`src/design/ascd_pkg.sv`:
```
`default_nettype none

package ascd_pkg;

  // Window geometry
  localparam int unsigned MaxHalf  = 8;
  localparam int unsigned WinDepth = 2 * MaxHalf + 1;

  // Field widths
  localparam int unsigned FrameW   = 32;
  localparam int unsigned ScoreW   = 16;
  localparam int unsigned ThrW     = 16;
  localparam int unsigned LenW     = 16;
  localparam int unsigned HalfRegW = 4;
  localparam int unsigned MinW     = 16;
  localparam int unsigned CfgW     = 16;
  localparam int unsigned CfgIdxW  = 2;

  // Derived widths
  localparam int unsigned HalfW = $clog2(MaxHalf + 1);
  localparam int unsigned FillW = $clog2(WinDepth + 1);
  localparam int unsigned SumW  = ScoreW + $clog2(WinDepth);
  localparam int unsigned ProdW = ThrW + SumW;

  // Register indexes
  localparam logic [CfgIdxW-1:0] RegRatio      = 2'd0;
  localparam logic [CfgIdxW-1:0] RegMinLen     = 2'd1;
  localparam logic [CfgIdxW-1:0] RegHalf       = 2'd2;
  localparam logic [CfgIdxW-1:0] RegMinContent = 2'd3;

  // Register reset values
  localparam logic [ThrW-1:0]     RatioReset      = 16'd768;
  localparam logic [LenW-1:0]     MinLenReset     = 16'd15;
  localparam logic [HalfRegW-1:0] HalfReset       = 4'd2;
  localparam logic [MinW-1:0]     MinContentReset = 16'd3840;

  // Ratio 255.0 in 8.8; a threshold above it can never be reached
  localparam logic [ThrW-1:0] RatioCap = 16'd65280;

  // Output queue
  localparam int unsigned FifoDepth = 8;
  localparam int unsigned FifoPtrW  = $clog2(FifoDepth);
  localparam int unsigned FifoCntW  = $clog2(FifoDepth + 1);

  // One window cell: the entry and the sum of all newer entries including itself
  typedef struct packed {
    logic [FrameW-1:0] frame;
    logic [ScoreW-1:0] score;
    logic [SumW-1:0]   prefix;
  } cell_t;

endpackage

`default_nettype wire

```
`src/design/ascd_cell.sv`:
```
`default_nettype none

module ascd_cell (
  input  logic                         clk_i,
  input  logic                         shift_i,
  input  ascd_pkg::cell_t              prev_i,
  input  logic [ascd_pkg::ScoreW-1:0]  score_i,
  output ascd_pkg::cell_t              cell_o
);

  ascd_pkg::cell_t cell_d, cell_q;

  // Take the neighbor's entry and extend its prefix sum by the new score
  always_comb begin
    cell_d.frame  = prev_i.frame;
    cell_d.score  = prev_i.score;
    cell_d.prefix = prev_i.prefix + ascd_pkg::SumW'(score_i);
  end

  always_ff @(posedge clk_i) begin
    if (shift_i) begin
      cell_q <= cell_d;
    end
  end

  assign cell_o = cell_q;

endmodule

`default_nettype wire

```
`src/design/ascd_fifo.sv`:
```
`default_nettype none

module ascd_fifo (
  input  logic                          clk_i,
  input  logic                          rst_ni,
  input  logic                          push_i,
  input  logic [ascd_pkg::FrameW-1:0]   data_i,
  output logic                          valid_o,
  input  logic                          stall_i,
  output logic [ascd_pkg::FrameW-1:0]   data_o,
  output logic [ascd_pkg::FifoCntW-1:0] count_o
);

  logic [ascd_pkg::FrameW-1:0]   mem_q [ascd_pkg::FifoDepth];
  logic [ascd_pkg::FifoPtrW-1:0] wr_q, wr_d, rd_q, rd_d;
  logic [ascd_pkg::FifoCntW-1:0] cnt_q, cnt_d;
  logic                          pop;

  assign valid_o = (cnt_q != '0);
  assign pop     = valid_o & ~stall_i;
  assign data_o  = mem_q[rd_q];
  assign count_o = cnt_q;

  always_comb begin
    wr_d  = wr_q;
    rd_d  = rd_q;
    cnt_d = cnt_q;
    if (push_i) begin
      wr_d = (wr_q == ascd_pkg::FifoPtrW'(ascd_pkg::FifoDepth - 1)) ? '0
           : wr_q + ascd_pkg::FifoPtrW'(1);
    end
    if (pop) begin
      rd_d = (rd_q == ascd_pkg::FifoPtrW'(ascd_pkg::FifoDepth - 1)) ? '0
           : rd_q + ascd_pkg::FifoPtrW'(1);
    end
    if (push_i && !pop) begin
      cnt_d = cnt_q + ascd_pkg::FifoCntW'(1);
    end else if (pop && !push_i) begin
      cnt_d = cnt_q - ascd_pkg::FifoCntW'(1);
    end
  end

  always_ff @(posedge clk_i or negedge rst_ni) begin
    if (!rst_ni) begin
      wr_q  <= '0;
      rd_q  <= '0;
      cnt_q <= '0;
    end else begin
      wr_q  <= wr_d;
      rd_q  <= rd_d;
      cnt_q <= cnt_d;
    end
  end

  always_ff @(posedge clk_i) begin
    if (push_i) begin
      mem_q[wr_q] <= data_i;
    end
  end

endmodule

`default_nettype wire

```
`src/design/adaptive_scene_cut_detector.sv`:
```
// Adaptive scene cut detector.
// Input channel: in_valid_i / in_stall_o carry one word per frame, the frame
// number and its 8.8 content score. Output channel: out_valid_o / out_stall_i
// carry one word per detected cut, the frame number of the cut frame.
// Configuration: cfg_we_i writes cfg_data_i into register cfg_index_i
// (0 ratio threshold, 1 minimum scene length, 2 half window, 3 minimum
// content score); write only while no frame is in flight.
// Throughput: one frame per cycle while in_stall_o is low. The score window is a row of 17 cells
// that shift on every accepted word, each keeping a prefix sum, so the
// window total is read off one cell; the test then runs through two
// register stages (select and subtract, cross multiply) and a final
// compare that also updates the last cut.
// A cut word passes the window cells, both stage registers and the queue before it reaches out_valid_o.
// When the receiver stalls, cut words collect in an 8-entry queue;
// in_stall_o rises once the queue plus the frames in flight could fill it.
// Reset clears the registers to their defaults, empties the window and the
// queue, and clears the last cut; the first frame after reset seeds it.
`default_nettype none

module adaptive_scene_cut_detector (
  input  logic                           clk_i,
  input  logic                           rst_ni,
  input  logic                           in_valid_i,
  output logic                           in_stall_o,
  input  logic [ascd_pkg::FrameW-1:0]    frame_number_i,
  input  logic [ascd_pkg::ScoreW-1:0]    frame_score_i,
  output logic                           out_valid_o,
  input  logic                           out_stall_i,
  output logic [ascd_pkg::FrameW-1:0]    cut_frame_o,
  input  logic                           cfg_we_i,
  input  logic [ascd_pkg::CfgIdxW-1:0]   cfg_index_i,
  input  logic [ascd_pkg::CfgW-1:0]      cfg_data_i
);

  // Configuration registers
  logic [ascd_pkg::ThrW-1:0]     ratio_q;
  logic [ascd_pkg::LenW-1:0]     min_len_q;
  logic [ascd_pkg::HalfRegW-1:0] half_q;
  logic [ascd_pkg::MinW-1:0]     min_content_q;

  always_ff @(posedge clk_i or negedge rst_ni) begin
    if (!rst_ni) begin
      ratio_q       <= ascd_pkg::RatioReset;
      min_len_q     <= ascd_pkg::MinLenReset;
      half_q        <= ascd_pkg::HalfReset;
      min_content_q <= ascd_pkg::MinContentReset;
    end else if (cfg_we_i) begin
      case (cfg_index_i)
        ascd_pkg::RegRatio:      ratio_q       <= cfg_data_i[ascd_pkg::ThrW-1:0];
        ascd_pkg::RegMinLen:     min_len_q     <= cfg_data_i[ascd_pkg::LenW-1:0];
        ascd_pkg::RegHalf:       half_q        <= cfg_data_i[ascd_pkg::HalfRegW-1:0];
        ascd_pkg::RegMinContent: min_content_q <= cfg_data_i[ascd_pkg::MinW-1:0];
        default: ;
      endcase
    end
  end

  // Effective half window, clamped to 1..MaxHalf
  logic [ascd_pkg::HalfW-1:0] eff_w;
  logic [ascd_pkg::HalfW:0]   twice_w;
  logic [ascd_pkg::FillW-1:0] span;

  always_comb begin
    if (half_q == '0) begin
      eff_w = ascd_pkg::HalfW'(1);
    end else if (32'(half_q) > ascd_pkg::MaxHalf) begin
      eff_w = ascd_pkg::HalfW'(ascd_pkg::MaxHalf);
    end else begin
      eff_w = ascd_pkg::HalfW'(half_q);
    end
    twice_w = {eff_w, 1'b0};
    span    = ascd_pkg::FillW'(32'(twice_w) + 1);
  end

  // Input handshake
  logic accept;
  logic v0_q, v1_q, v2_q;
  logic [ascd_pkg::FifoCntW-1:0] fifo_cnt;
  logic [ascd_pkg::FifoCntW:0]   pending;

  // Hold off input while queued cuts plus frames in flight could fill the queue
  assign pending = {1'b0, fifo_cnt} + (ascd_pkg::FifoCntW+1)'(v0_q)
                 + (ascd_pkg::FifoCntW+1)'(v1_q) + (ascd_pkg::FifoCntW+1)'(v2_q);
  assign in_stall_o = (pending >= (ascd_pkg::FifoCntW+1)'(ascd_pkg::FifoDepth));
  assign accept     = in_valid_i & ~in_stall_o;

  // Window: row of cells, newest at cell 0
  ascd_pkg::cell_t cells [ascd_pkg::WinDepth];
  ascd_pkg::cell_t head;

  always_comb begin
    head.frame  = frame_number_i;
    head.score  = frame_score_i;
    head.prefix = '0;
  end

  for (genvar k = 0; k < ascd_pkg::WinDepth; k++) begin : g_cell
    if (k == 0) begin : g_head
      ascd_cell u_cell (
        .clk_i   (clk_i),
        .shift_i (accept),
        .prev_i  (head),
        .score_i (frame_score_i),
        .cell_o  (cells[k])
      );
    end else begin : g_body
      ascd_cell u_cell (
        .clk_i   (clk_i),
        .shift_i (accept),
        .prev_i  (cells[k-1]),
        .score_i (frame_score_i),
        .cell_o  (cells[k])
      );
    end
  end

  logic [ascd_pkg::FillW-1:0] fill_q;

  always_ff @(posedge clk_i or negedge rst_ni) begin
    if (!rst_ni) begin
      fill_q <= '0;
      v0_q   <= 1'b0;
    end else begin
      v0_q <= accept;
      if (accept && (fill_q < ascd_pkg::FillW'(ascd_pkg::WinDepth))) begin
        fill_q <= fill_q + ascd_pkg::FillW'(1);
      end
    end
  end

  // Stage 1: pick the middle entry and the window total, form the neighbor sum
  logic [ascd_pkg::ScoreW-1:0] mid_score;
  logic [ascd_pkg::FrameW-1:0] mid_frame;
  logic [ascd_pkg::SumW-1:0]   total;

  always_comb begin
    mid_score = '0;
    mid_frame = '0;
    total     = '0;
    for (int k = 0; k < ascd_pkg::WinDepth; k++) begin
      if (32'(eff_w) == k) begin
        mid_score = mid_score | cells[k].score;
        mid_frame = mid_frame | cells[k].frame;
      end
      if (32'(twice_w) == k) begin
        total = total | cells[k].prefix;
      end
    end
  end

  logic                        test1_q, pass1_q;
  logic [ascd_pkg::ScoreW-1:0] mid1_q;
  logic [ascd_pkg::FrameW-1:0] mframe1_q, cur1_q;
  logic [ascd_pkg::SumW-1:0]   others1_q;

  always_ff @(posedge clk_i or negedge rst_ni) begin
    if (!rst_ni) begin
      v1_q <= 1'b0;
    end else begin
      v1_q <= v0_q;
    end
  end

  always_ff @(posedge clk_i) begin
    test1_q   <= (fill_q >= span);
    pass1_q   <= (mid_score >= min_content_q) && (ratio_q <= ascd_pkg::RatioCap);
    mid1_q    <= mid_score;
    mframe1_q <= mid_frame;
    cur1_q    <= cells[0].frame;
    others1_q <= total - ascd_pkg::SumW'(mid_score);
  end

  // Stage 2: cross multiply
  logic [ascd_pkg::ScoreW+ascd_pkg::HalfW:0] mid_times;
  logic [ascd_pkg::ProdW-1:0]                lhs_d, rhs_d;

  always_comb begin
    mid_times = (ascd_pkg::ScoreW+ascd_pkg::HalfW+1)'(mid1_q) * twice_w;
    lhs_d     = ascd_pkg::ProdW'({mid_times, 8'b0});
    rhs_d     = ratio_q * others1_q;
  end

  logic                        test2_q, pass2_q;
  logic [ascd_pkg::FrameW-1:0] mframe2_q, cur2_q;
  logic [ascd_pkg::ProdW-1:0]  lhs2_q, rhs2_q;

  always_ff @(posedge clk_i or negedge rst_ni) begin
    if (!rst_ni) begin
      v2_q <= 1'b0;
    end else begin
      v2_q <= v1_q;
    end
  end

  always_ff @(posedge clk_i) begin
    test2_q   <= test1_q;
    pass2_q   <= pass1_q;
    mframe2_q <= mframe1_q;
    cur2_q    <= cur1_q;
    lhs2_q    <= lhs_d;
    rhs2_q    <= rhs_d;
  end

  // Stage 3: scene length against the last cut, decide and record
  logic [ascd_pkg::FrameW-1:0] lc_q, last_eff, gap;
  logic                        lc_valid_q;
  logic                        length_ok, cut;

  always_comb begin
    last_eff  = lc_valid_q ? lc_q : cur2_q;
    gap       = cur2_q - last_eff;
    length_ok = (gap >= ascd_pkg::FrameW'(min_len_q));
    cut       = v2_q & test2_q & pass2_q & (lhs2_q >= rhs2_q) & length_ok;
  end

  always_ff @(posedge clk_i or negedge rst_ni) begin
    if (!rst_ni) begin
      lc_q       <= '0;
      lc_valid_q <= 1'b0;
    end else if (v2_q) begin
      lc_valid_q <= 1'b1;
      if (cut) begin
        lc_q <= mframe2_q;
      end else if (!lc_valid_q) begin
        lc_q <= cur2_q;
      end
    end
  end

  ascd_fifo u_fifo (
    .clk_i   (clk_i),
    .rst_ni  (rst_ni),
    .push_i  (cut),
    .data_i  (mframe2_q),
    .valid_o (out_valid_o),
    .stall_i (out_stall_i),
    .data_o  (cut_frame_o),
    .count_o (fifo_cnt)
  );

  // Checks
  a_queue_room: assert property (@(posedge clk_i) disable iff (!rst_ni)
    cut |-> (fifo_cnt < ascd_pkg::FifoCntW'(ascd_pkg::FifoDepth)))
    else $error("cut word pushed into a full queue");

  a_cut_recorded: assert property (@(posedge clk_i) disable iff (!rst_ni)
    cut |=> (lc_q == $past(mframe2_q)))
    else $error("last cut not updated after a cut");

  a_seed_holds: assert property (@(posedge clk_i) disable iff (!rst_ni)
    lc_valid_q |=> lc_valid_q)
    else $error("last cut seed lost");

  a_accept_tracked: assert property (@(posedge clk_i) disable iff (!rst_ni)
    accept |=> v0_q)
    else $error("accepted word not tracked in flight");

endmodule

`default_nettype wire
```
`config.mk`:
```
export PLATFORM = sky130hd
export DESIGN_NAME = adaptive_scene_cut_detector
export DESIGN_NICKNAME = d
export VERILOG_FILES = /design/src/design/ascd_pkg.sv /design/src/design/ascd_cell.sv /design/src/design/ascd_fifo.sv /design/src/design/adaptive_scene_cut_detector.sv
export SDC_FILE = /design/constraint.sdc
export NUM_CORES = 2
export LEC_CHECK = 0
export BUFFER_PORTS_ARGS = -buffer_cell sky130_fd_sc_hd__buf_2
export CAP_MARGIN = 0
export CORE_ASPECT_RATIO = 2
export CORE_MARGIN = 2
export CORE_UTILIZATION = 30
export CTS_CLUSTER_DIAMETER = 150
export DETAILED_ROUTE_END_ITERATION = 8
export SYNTH_ARGS = -nofsm -noshare
export SYNTH_HDL_FRONTEND = slang
export SYNTH_SLANG_ARGS = --single-unit
```
`constraint.sdc`:
```
create_clock -name clk_i -period 23.7 [get_ports clk_i]
set_input_delay 3.555 -clock clk_i [delete_from_list [all_inputs] [get_ports clk_i]]
set_output_delay 3.555 -clock clk_i [all_outputs]
set_load 0.005 [all_outputs]
```
==> results.sh <==
export IMPL_cp_required_ns=24.32
export IMPL_grt_usage_pct=16.2
export IMPL_status="completed"
export IMPL_hold_end="mframe2_q[4]"
export IMPL_grt_pass1_vias=50400
export IMPL_clk_path_buf_depth=3
export IMPL_die_w_um=351
export IMPL_setup_tns_ns=0
export IMPL_yosysSeqAreaShare_pct=51.9
export IMPL_rrSetupSlack_ns=16.07
export IMPL_antenna_left=0
export IMPL_layout_drive_gt1_share_pct=10.3
export IMPL_grt_max_degree=94
export IMPL_r2r_end="rhs2_q[36]"
export IMPL_clockRootBuffer="clkbuf_16"
export IMPL_fin_skew_ns=0.109
export IMPL_crit_fanout=23
export IMPL_criticalPathCategory="reg -> reg"
export IMPL_slew_headroom_pct=16.4
export IMPL_ys_flop_type="edfxtp_1"
export IMPL_syn_avg_cell_area_um2=12.4
export IMPL_r2r_start="ratio_q[1]"
export IMPL_dieArea_mm2=0.246
export IMPL_finalCritPeriodShare_pct=32.2
export IMPL_via_per_inst=5.06
export IMPL_antenna_found_initial=13
export IMPL_clock_sinks=1343
export IMPL_grt_pass1_wl_mm=301
export IMPL_wirelength_mm=201
export IMPL_start_util_pct=30.1
export IMPL_gp_congestion=0.895
export IMPL_clock_fmax_mhz=131
export IMPL_syn_to_final_growth_pct=11.8
export IMPL_cp_end_kind="register"
export IMPL_syn_num_nets=6732
export IMPL_syn_inst=5847
export IMPL_synth_edf_count=1014
export IMPL_drtIter0Drc=3176
export IMPL_cts_tree="built"
export IMPL_period_minus_slack_ns=7.63
export IMPL_die_y_um=699
export IMPL_slew_viol_final=0
export IMPL_synth_async_reset_ratio_pct=7.67
export IMPL_post_drt_wl_per_cell_um=21.7
export IMPL_worstPathArrival_ns=8.24
export IMPL_ys_warn_count=0
export IMPL_place_area_mm2=0.0769
export IMPL_hp_class="reg -> reg"
export IMPL_io_buffers=104
export IMPL_critPathLaunchType="register"
export IMPL_final_nets=6838
export IMPL_hold_viol=0
export IMPL_clk_pin_slew_ns=0.07
export IMPL_core_area_mm2=0.241
export IMPL_postCtsHoldBufs=0
export IMPL_vias=47000
export IMPL_worstHoldStart="mframe1_q[4]"
export IMPL_dp_hpwl_mm=148
export IMPL_cts_setup_buffers=0
export IMPL_synth_seq_cells=1343
export IMPL_setup_viol=0
export IMPL_rows=255
export IMPL_worst_pin_slew_ns=1.24
export IMPL_fin_area_mm2=0.0809
export IMPL_cap_viol_max_count=0
export IMPL_hold_depth=0
export IMPL_drt_first_pass_iters=6
export IMPL_cts_resized=0
export IMPL_numCtsBuffers=114
export IMPL_synth_cell_types=83
export IMPL_synth_area_mm2=0.0724
export IMPL_rr_worst_depth=24
export IMPL_drcViolationCount=0
export IMPL_overflow=0
export IMPL_rsz0062_at_grt="no"
export IMPL_io_pin_count=105
export IMPL_fillCellCount=23800
export IMPL_clkLatencyLatePin_ns=0.80
export IMPL_htreeDepth=3
==> critical path: stages (launching register included) <==
cell and delay [ns]:
dfrtp_1 0.90, nand2_1 0.18, fa_1 0.57, inv_1 0.06
fa_1 0.54, inv_1 0.06, fa_1 0.48, fa_1 0.54
inv_1 0.04, fa_1 0.47, inv_1 0.05, fa_1 0.47
inv_1 0.04, ha_1 0.33, a21oi_1 0.28, and2_1 0.19
o221ai_1 0.18, a2111oi_0 0.56, a21oi_1 0.24, o31ai_1 0.50
o21ai_0 0.24, nor3_1 0.23, o21bai_1 0.09, a21oi_1 0.18
xnor2_1 0.13
==> final cells by class <==
type | instances | area (µm²) | area share, %
well taps | 3212 | 4020 | 4.96
multi-input cells | 3736 | 32100 | 39.6
flip-flops and latches | 1343 | 37600 | 46.4
clock buffers | 150 | 3200 | 3.96
repair buffers | 178 | 1080 | 1.33
diodes | 6 | 15.0 | 0.0185
clock inverters | 68 | 818 | 1.01
inverters | 580 | 2180 | 2.69
==> layer usage <==
| layer | global-route usage (%) | vias to the layer above | share of wire [%] |
|---|---|---|---|
| li1 | - | 21300 | - |
| met1 | 16.4 | 23800 | 34 |
| met2 | 30.7 | 1312 | 54 |
| met3 | 1.89 | 503 | 4.3 |
| met4 | 10.8 | 16 | 7.5 |
| met5 | 0 | - | 0.047 |
==> placed cells by master, fill, tap and decap left out, drive strengths merged, types with 24 or more instances in the layout <==
| master | count |
|---|---|
| mux2 | 93 |
| a311o | 33 |
| nor3 | 79 |
| a21boi | 41 |
| a222oi | 119 |
| and3 | 27 |
| inv | 583 |
| nand2b | 32 |
| nand3 | 114 |
| o21bai | 26 |
| edfxtp | 1014 |
| clkbuf | 150 |
| o21a | 55 |
| a31oi | 56 |
| nor2b | 67 |
| clkinv | 46 |
| nor2 | 307 |
| a21o | 62 |
| a21oi | 250 |
| o21ai | 186 |
| fa | 313 |
| buf | 178 |
| ha | 501 |
| a211oi | 35 |
| nand4 | 24 |
| nand2 | 455 |
| a22oi | 58 |
| and2 | 133 |
| o211ai | 36 |
| xor2 | 67 |
| dfxtp | 226 |
| or2 | 43 |
| dfrtp | 92 |
| xnor2 | 235 |
| mux4 | 64 |
| mux2i | 47 |
==> cell families after synthesis <==
group,count (synthesis),share of synthesized area (%)
AND/OR/NAND/NOR,1353,8.86
XOR/XNOR,302,3.65
AO/OA/AOI/OAI,1063,10.2
buffers and inverters,768,4.05
multiplexers,204,4.09
adder cells (fa/ha/maj),814,17.3
flip-flops,1343,51.9
==> flip-flops by register name (all words and copies together) (netlist names), 20 cells and up <==
name and flops:
others1_q 21, lhs2_q 20, lc_q 32, mframe1_q 32
mframe2_q 32, cur1_q 32, g_cell.g_head.u_cell.cell_o 48, cur2_q 32
rhs2_q 37, g_cell.g_body.u_cell.cell_o 710, u_fifo.mem_q 256
==> worst max-delay path by stage <==
stage | from | end | slack (ns) | depth (start not counted)
2_1_floorplan | in_valid_i | v0_q | 1.18 | 1
3_3_place_gp | in_valid_i | g_cell[4].g_body.u_cell.cell_o[54] | 15.69 | 6
3_5_place_dp | in_valid_i | g_cell[5].g_body.u_cell.cell_o[54] | 15.45 | 6
4_1_cts | ratio_q[1] | rhs2_q[36] | 16.10 | 24
5_1_grt | ratio_q[1] | rhs2_q[36] | 15.48 | 24
6_report | ratio_q[1] | rhs2_q[36] | 16.07 | 24
==> synthesized netlist by cell type, drive strengths merged (24+ instances only) <==
cell / n / area [µm²]
nand2b: 32 / 200
dfrtp: 92 / 2300
nand3: 114 / 571
clkbuf: 162 / 608
a31oi: 56 / 350
o21bai: 26 / 195
a222oi: 119 / 1190
or2: 43 / 269
mux4: 64 / 1440
nor2: 307 / 1150
o211ai: 36 / 270
and2: 133 / 832
nor3: 79 / 400
buf: 26 / 151
a311o: 33 / 330
edfxtp: 1014 / 30400
a21boi: 41 / 308
dfxtp: 226 / 4520
nand4: 24 / 150
and3: 27 / 169
a22oi: 58 / 435
a21o: 62 / 465
mux2i: 47 / 470
a21oi: 250 / 1250
xnor2: 235 / 2060
a211oi: 35 / 263
nor2b: 67 / 419
fa: 313 / 6270
xor2: 67 / 587
o21ai: 186 / 931
mux2: 93 / 1050
inv: 579 / 2170
o21a: 55 / 413
nand2: 455 / 1710
ha: 501 / 6270
==> metrics by stage <==
stage,utilization [%],instances,worst slack (ns),hold WS (ns)
finish,33.6,9273,16.07,0.291
global route,33.6,9268,15.48,0.289
CTS,33.6,9267,16.10,0.282
detailed placement,32.0,9049,15.45,0.312
global placement,32.0,9049,15.69,0.309
floorplan,-,5847,1.18,0.310
Power is left out: the tool's default activity adds up to more than one toggle a clock period on the data nets, which glitch-free logic cannot reach.
